==> src/hdl/tilt_angle_kalman_filter_top_defines.svh <==
// Assertion macros for the tilt angle Kalman filter.
// Taken in by the modules that carry concurrent assertions; needs nothing else.
`ifndef TILT_ANGLE_KALMAN_FILTER_TOP_DEFINES_SVH
`define TILT_ANGLE_KALMAN_FILTER_TOP_DEFINES_SVH

// same-cycle implication
`define TAKF_ASSERT_IMP(label, clk, rst_n, ante, cons) \
	label: assert property (@(posedge clk) disable iff (!rst_n) (ante) |-> (cons)) \
		else $error("takf assertion failed");

// next-cycle implication
`define TAKF_ASSERT_NXT(label, clk, rst_n, ante, cons) \
	label: assert property (@(posedge clk) disable iff (!rst_n) (ante) |=> (cons)) \
		else $error("takf assertion failed");

`endif

==> src/hdl/takf_pkg.sv <==
// Shared types, constants and fixed-point helpers of the tilt angle Kalman filter.
// No dependencies.
`timescale 1ns / 1ps

package takf_pkg;

	localparam int WORD_W = 32;
	localparam int CFG_W  = 31;
	localparam int DT_W   = 24;
	localparam int FRAC   = 24;
	localparam int OPD_W  = 33;
	localparam int PROD_W = 66;
	localparam int RND_W  = 42;
	localparam int ACC_W  = 44;
	localparam int NUM_W  = 56;
	localparam int DEN_W  = 33;
	localparam int CNT_W  = 6;

	localparam logic [CFG_W-1:0] ANGLE_NOISE_RST = 31'd16777;
	localparam logic [CFG_W-1:0] BIAS_NOISE_RST  = 31'd50332;
	localparam logic [CFG_W-1:0] MEAS_NOISE_RST  = 31'd503316;

	localparam logic signed [ACC_W-1:0] ACC_MAX = 44'sd2147483647;
	localparam logic signed [ACC_W-1:0] ACC_MIN = -44'sd2147483648;

	typedef logic signed [WORD_W-1:0] word_t;

	typedef enum logic [1:0] {
		REG_ANGLE_NOISE = 2'd0,
		REG_BIAS_NOISE  = 2'd1,
		REG_MEAS_NOISE  = 2'd2
	} cfg_reg_t;

	typedef struct packed {
		word_t ang;
		word_t bias;
		word_t caa;
		word_t cab;
		word_t cba;
		word_t cbb;
	} axis_state_t;

	typedef struct packed {
		logic             start;
		logic             neg;
		logic [NUM_W-1:0] num;
		logic [DEN_W-1:0] den;
	} div_req_t;

	typedef struct packed {
		logic  busy;
		logic  done;
		word_t quo;
	} div_rsp_t;

	function automatic logic signed [ACC_W-1:0] sx32(input word_t w);
		return {{(ACC_W-WORD_W){w[WORD_W-1]}}, w};
	endfunction

	function automatic logic signed [ACC_W-1:0] sx42(input logic signed [RND_W-1:0] w);
		return {{(ACC_W-RND_W){w[RND_W-1]}}, w};
	endfunction

	function automatic word_t sat32(input logic signed [ACC_W-1:0] v);
		word_t r;
		if (v > ACC_MAX) begin
			r = 32'sh7fffffff;
		end else if (v < ACC_MIN) begin
			r = 32'sh80000000;
		end else begin
			r = v[WORD_W-1:0];
		end
		return r;
	endfunction

	// scale by 2^-24, round to nearest with ties up
	function automatic logic signed [RND_W-1:0] round_q24(input logic signed [PROD_W-1:0] p);
		logic signed [PROD_W-1:0] t;
		t = p + (PROD_W'(1) <<< (FRAC - 1));
		return t[PROD_W-1:FRAC];
	endfunction

endpackage

==> src/hdl/takf_div.sv <==
// Restoring divider, one quotient bit per cycle, for the Kalman gains.
// Depends on takf_pkg; quotient truncates toward zero and saturates to 32 bits.
`timescale 1ns / 1ps

module takf_div import takf_pkg::*; (
	input  logic     clk,
	input  logic     arst_n,
	input  div_req_t req,
	output div_rsp_t rsp
);

	logic             busy_q;
	logic             done_q;
	logic [CNT_W-1:0] cnt_q;
	logic [DEN_W-1:0] rem_q;
	logic [NUM_W-1:0] num_q;
	logic [NUM_W-1:0] quo_q;
	logic [DEN_W-1:0] den_q;
	logic             neg_q;
	logic [DEN_W:0]   trial;
	logic             fits;
	word_t            quo_sat;

	assign trial = {rem_q, num_q[NUM_W-1]};
	assign fits  = trial >= {1'b0, den_q};

	always_ff @(posedge clk or negedge arst_n) begin
		if (!arst_n) begin
			busy_q <= 1'b0;
			done_q <= 1'b0;
			cnt_q  <= '0;
		end else begin
			done_q <= 1'b0;
			if (req.start) begin
				busy_q <= 1'b1;
				cnt_q  <= CNT_W'(NUM_W - 1);
			end else if (busy_q) begin
				if (cnt_q == '0) begin
					busy_q <= 1'b0;
					done_q <= 1'b1;
				end else begin
					cnt_q <= cnt_q - 1'b1;
				end
			end
		end
	end

	always_ff @(posedge clk) begin
		if (req.start) begin
			rem_q <= '0;
			num_q <= req.num;
			quo_q <= '0;
			den_q <= req.den;
			neg_q <= req.neg;
		end else if (busy_q) begin
			rem_q <= fits ? DEN_W'(trial - {1'b0, den_q}) : trial[DEN_W-1:0];
			num_q <= {num_q[NUM_W-2:0], 1'b0};
			quo_q <= {quo_q[NUM_W-2:0], fits};
		end
	end

	always_comb begin
		if (neg_q) begin
			if (quo_q > NUM_W'(64'h8000_0000)) begin
				quo_sat = 32'sh80000000;
			end else begin
				quo_sat = -$signed(quo_q[WORD_W-1:0]);
			end
		end else begin
			if (quo_q > NUM_W'(64'h7fff_ffff)) begin
				quo_sat = 32'sh7fffffff;
			end else begin
				quo_sat = $signed(quo_q[WORD_W-1:0]);
			end
		end
	end

	assign rsp.busy = busy_q;
	assign rsp.done = done_q;
	assign rsp.quo  = quo_sat;

endmodule
==> config.mk <==
export PLATFORM = sky130hd
export DESIGN_NAME = takf_div
export DESIGN_NICKNAME = d
export VERILOG_FILES = /design/src/hdl/tilt_angle_kalman_filter_top_defines.svh /design/src/hdl/takf_pkg.sv /design/src/hdl/takf_div.sv
export SDC_FILE = /design/constraint.sdc
export NUM_CORES = 1
export LEC_CHECK = 0
export BUFFER_PORTS_ARGS = -buffer_cell sky130_fd_sc_hd__buf_2
export CELL_PAD_IN_SITES_DETAIL_PLACEMENT = 1
export CELL_PAD_IN_SITES_GLOBAL_PLACEMENT = 2
export CORE_ASPECT_RATIO = 0.7
export CORE_MARGIN = 3
export CORE_UTILIZATION = 32
export CTS_CLUSTER_DIAMETER = 30
export DETAILED_ROUTE_END_ITERATION = 8
export HOLD_SLACK_MARGIN = 0.15
export PLACE_DENSITY_LB_ADDON = 0.15
export SLEW_MARGIN = 25
export SYNTH_ARGS = -nofsm -noshare
export SYNTH_HDL_FRONTEND = slang
export SYNTH_SLANG_ARGS = --single-unit
==> constraint.sdc <==
create_clock -name clk -period 3.55 [get_ports clk]
set_input_delay 0.1775 -clock clk [delete_from_list [all_inputs] [get_ports clk]]
set_output_delay 0.1775 -clock clk [all_outputs]
set_load 0.03 [all_outputs]
Word level (Yosys, flattened, before mapping)
Index checks and enable logic that the tools add are counted.
- div/mod/pow operators: 0
- mux-type cells: 15
- reduce and logical (&&, ||, !) cells: 3
- bitwise gates (word level): 0
- multipliers: 0
- magnitude comparators: 3
- shift-type cells: 0
- $add $sub $neg: 3
- equality and inequality tests: 1
- operators with widths (kind ; count):
    $mux W56 ; 2
    $mux W32 ; 3
    $gt A56 B31 Y1 const B ; 1
    $gt A56 B32 Y1 const B ; 1
    $ge A34 B33 Y1 ; 1
    $mux W33 ; 1
    $sub A33 B33 Y33 ; 1
    $neg A32 Y32 ; 1
    $mux W6 ; 3
    $logic_not A6 Y1 ; 1
    $mux W1 ; 6
    $sub A6 B1 Y6 const B ; 1
    $ne A2 B2 Y1 const B ; 1
    $reduce_and A2 Y1 ; 1
    $reduce_bool A2 Y1 ; 1
- flip-flop bits (word level): 187
- bits in writable memories: 0
- bits in latches: 0
- output and inout port bits: 34
- memories: 0
- bits in read-only memories: 0
- logic and storage cells: 33

Longest topological paths before layout
- word-level depth: 4
- gate-level depth with buffers: 14
- mapped depth without buffers: 12

Worst setup path after synthesis
OpenSTA, ideal clock, no wires.
- path kind: flip-flop to output port
- start: register quo_q[0]
- end: output port rsp[2] (netlist bit)
- stages on the path, launching flop included: 11
- path slack: -0.006 ns
- required time: 3.372 ns
- data arrival time: 3.379 ns
- cells stage by stage: dfxtp_1 > inv_1 > ha_1 > or3b_1 > and4bb_1 > nand3b_1 > nor4b_4 > a31oi_1 > nand2b_4 > buf_2 > o311ai_0
- RTL lines (element ; RTL line ; RTL):
    start: declaration ; takf_div.sv:17 ; logic [NUM_W-1:0] quo_q;
    start signal: assignment ; takf_div.sv:58 ; quo_q <= {quo_q[NUM_W-2:0], fits};
    end: declaration ; takf_div.sv:9 ; output div_rsp_t rsp

==> results.md <==
- Number of synthesized flops with an enable pin: 90
- Area after DPL: 11,270 µm²
- Tcrit/Tclk final: 1.034
- Vias in the first global route: 8,532
- Initial Util: 0.3259
- Status: finished with violations
- CTS tree: yes
- Final nets: 1,359
- Final wirelength: 29,260 µm
- Async SR Flop Fraction: 0.04278
- Setup violators final: 27
- Setup_tns: -1.679 ns
- Placed cells: 1,520
- Net count after synthesis: 1,149
- GRT Overall Usage: 0.1744
- Cells after Synth: 1,019
- Yosys reg bits: 187
- Number of port buffers: 126
- Clock root buffer: clkbuf_16
- Final core utilization: 0.4296
- Fin area: 13,440 µm²
- Worst R2R Path Depth: 12
- Antenna violations before repair: 3
- CTS HTree Levels: 4
- Synth top area share: 0.2651
- Seq/Total Area, Yosys: 0.4595
- Worst Skew: 0.009667 ns
- TritonCTS Sinks: 187
- Final cell count without fillers: 1,663
- Slew Viols, Final: 0
- Critical-path maximum fanout: 6
- VDD IR-drop max: 331.8 µV
- Die W: 219.3 µm
- Layout cells sized above 1: 0.2456
- Filler Cell Count: 3,478
- WL/cell: 17.59 µm
- Final HPWL DP: 18,830 µm
- Area Growth Syn to Fin: 31.82%
- Final Hold Fails: 0
- Top FF cell, synth: edfxtp_1
- RSZ-0062 raised after global routing: true
- Max_slew headroom: 0.4131
- Final worst slack: -0.1198 ns
- Worst endpoint data arrival time: 3.49 ns
- Die height: 155.3 µm
- Via density: 4.973
- DR vias: 8,270
- Clock-pin slew on the worst setup and hold paths: 0.08 ns
- DR DRC count: 0
- Mapped cell area: 10,190 µm²
- Max cap viols: 0
- Post-layout min period: 3.670 ns
- Largest net degree at the start of global routing: 170
- First-pass GRT wire length: 47,490 µm
- Clk_lat worst skew: 0.45 ns
- Startpoint Class: flip-flop
- Maximum clock rate: 272.5 MHz
- Grt ovf: 0
- Die ar.: 34,070 µm²
- Mapped Avg Cell Area: 10.00 µm²
- Hold WC Path Type: input port to flip-flop
- Area contributors post-synth: edfxtp_1, dfxtp_1, mux2i_1, mux2_2, ha_1
- Core Area: 31,280 µm²
- Leak pwr: 5.877 nW
- Longest Clk Path Bufs: 2
- Remaining antenna violation count after routing: 0
- I/O pins: 127
- Worst Setup End Kind: primary output
- Fin Hold WS: 0.4333 ns
- Worst Tran Pin Value: 0.8803 ns
- FP Rows: 54
- Violated checks: negative setup slack
- Pwr per Cell Area: 365.8 nW/µm²
- Routability Congestion: 0.7760
- TritonCTS Buffers: 17
- Worst hold stages: 2
- Warnings, synthesis: 0
- Data required time at the worst endpoint: 3.37 ns
- Initial DRC Count: 333
- Cell variety after synth: 70
- Drt pass-1 iters: 4
- Synth area leader: edfxtp_1
- Crit path kind: flip-flop to primary output
area by class of cell:
class	count	area, µm²	share of cell area
multi-input cells	716	5350	0.3981
flip-flops and latches	187	4706	0.3502
repair buffers	251	2031	0.1511
well taps	420	525.5	0.03910
clock buffers	17	425.4	0.03165
inverters	56	210.2	0.01564
clock inverters	15	188.9	0.01406
diodes	1	2.502	0.0001862
placed cells by master (no fill, tap or decap), types with 10 or more instances in the layout:
cell	synthesis	final
buf_2	3	94
inv_1	56	54
mux2i_1	74	74
nand2b_1	12	11
ha_1	36	35
mux2_2	55	55
a21o_1	16	16
dfxtp_1	89	83
o21ai_1	1	12
nor3_1	21	21
nor2_1	112	112
xnor2_1	21	21
a21oi_1	41	39
buf_4	4	47
nor4_1	10	10
xor2_1	10	10
dlygate4sd3_1	0	93
a211oi_1	24	24
nand2_1	74	72
nand3_1	18	15
edfxtp_1	90	90
clkbuf_16	0	17
o21ai_0	45	33
sequential cells by signal, indices dropped and copies added, names as in the netlist:
signal / flops
busy_q: 1
cnt_q: 6
den_q: 33
done_q: 1
neg_q: 1
num_q: 56
quo_q: 56
rem_q: 33
synth_stat cells (5+ instances only):
cell,count
nor2_1,112
edfxtp_1,90
dfxtp_1,89
mux2i_1,74
nand2_1,74
inv_1,56
mux2_2,55
clkbuf_1,47
o21ai_0,45
a21oi_1,41
ha_1,36
a211oi_1,24
nor3_1,21
xnor2_1,21
nand3_1,18
o311ai_1,18
a21o_1,16
nand2b_1,12
nor4_1,10
xor2_1,10
a31oi_1,8
and2_1,8
and3_1,8
dfrtp_1,8
or3_1,8
buf_1,7
nand4_1,6
o21a_1,6
o21bai_1,5
o311ai_0,5
o41ai_1,5
path summary, 6_finish.rpt:
kind / from / slack, ns / to
hold reg to reg: rem_q[2] / 0.50 / rem_q[2]
min in group asynchronous: arst_n / 0.71 / cnt_q[2]
setup reg to reg: num_q[55] / 0.42 / rem_q[28]
max in group asynchronous: arst_n / 2.55 / busy_q
setup / recovery: quo_q[10] / -0.12 / rsp[12]
hold / removal: req[6] / 0.43 / den_q[6]
where the power goes:
part / switching, mW / total [mW] / internal, mW
Combinational: 0.243 / 0.498 / 0.255
Clock: 0.989 / 2.01 / 1.02
Sequential: 0.0366 / 2.41 / 2.37
Total: 1.27 / 4.92 / 3.65
worst max-delay path: stages (launching register included):
cell and delay (ns):
dfxtp_4 0.36, or4_4 0.56, nor4_4 0.33, nand3b_1 0.25, nor4b_4 0.40, a31oi_4 0.20
buf_12 0.20, nand2b_4 0.23, o311ai_2 0.30, buf_4 0.21
cells by family (layout without fill, tap and decap cells):
kind of cell / Yosys count / in the layout / synth area share
AOI/OAI and AO/OA: 213 / 213 / 0.1416
xor gates and xnor gates: 31 / 31 / 0.02663
adders and majority gates: 37 / 37 / 0.04615
buffers and inverters: 119 / 339 / 0.04713
DFF: 187 / 187 / 0.4595
muxes: 129 / 129 / 0.1334
other: 0 / 1 / 0
and+or+nand+nor: 303 / 306 / 0.1456
what timing repair did:
action	in CTS	in global routing
gates cloned	5	0
pin swaps	10	12
setup buffers	7	5
hold buffers	93	0
setup endpoints to repair	23	29
gates resized for setup	53	61
endpoints found under the hold margin	117	0
per-layer routing:
metal	track usage	up-vias	wire length, µm
li1	-	4151	-
met1	0.2678	3986	16020
met2	0.2442	107	11850
met3	0.04237	22	1076
met4	0.03793	4	285
met5	0	-	21
stage by stage:
stage	worst slack, ns	power [mW]
finish	-0.1198	4.916
global route	-0.2499	5.141
CTS	-0.06483	4.968
detailed placement	0.2886	2.852
global placement	0.2851	2.846
floorplan	0.1201	2.701
No activity file was read; power rests on OpenSTA's default activity.
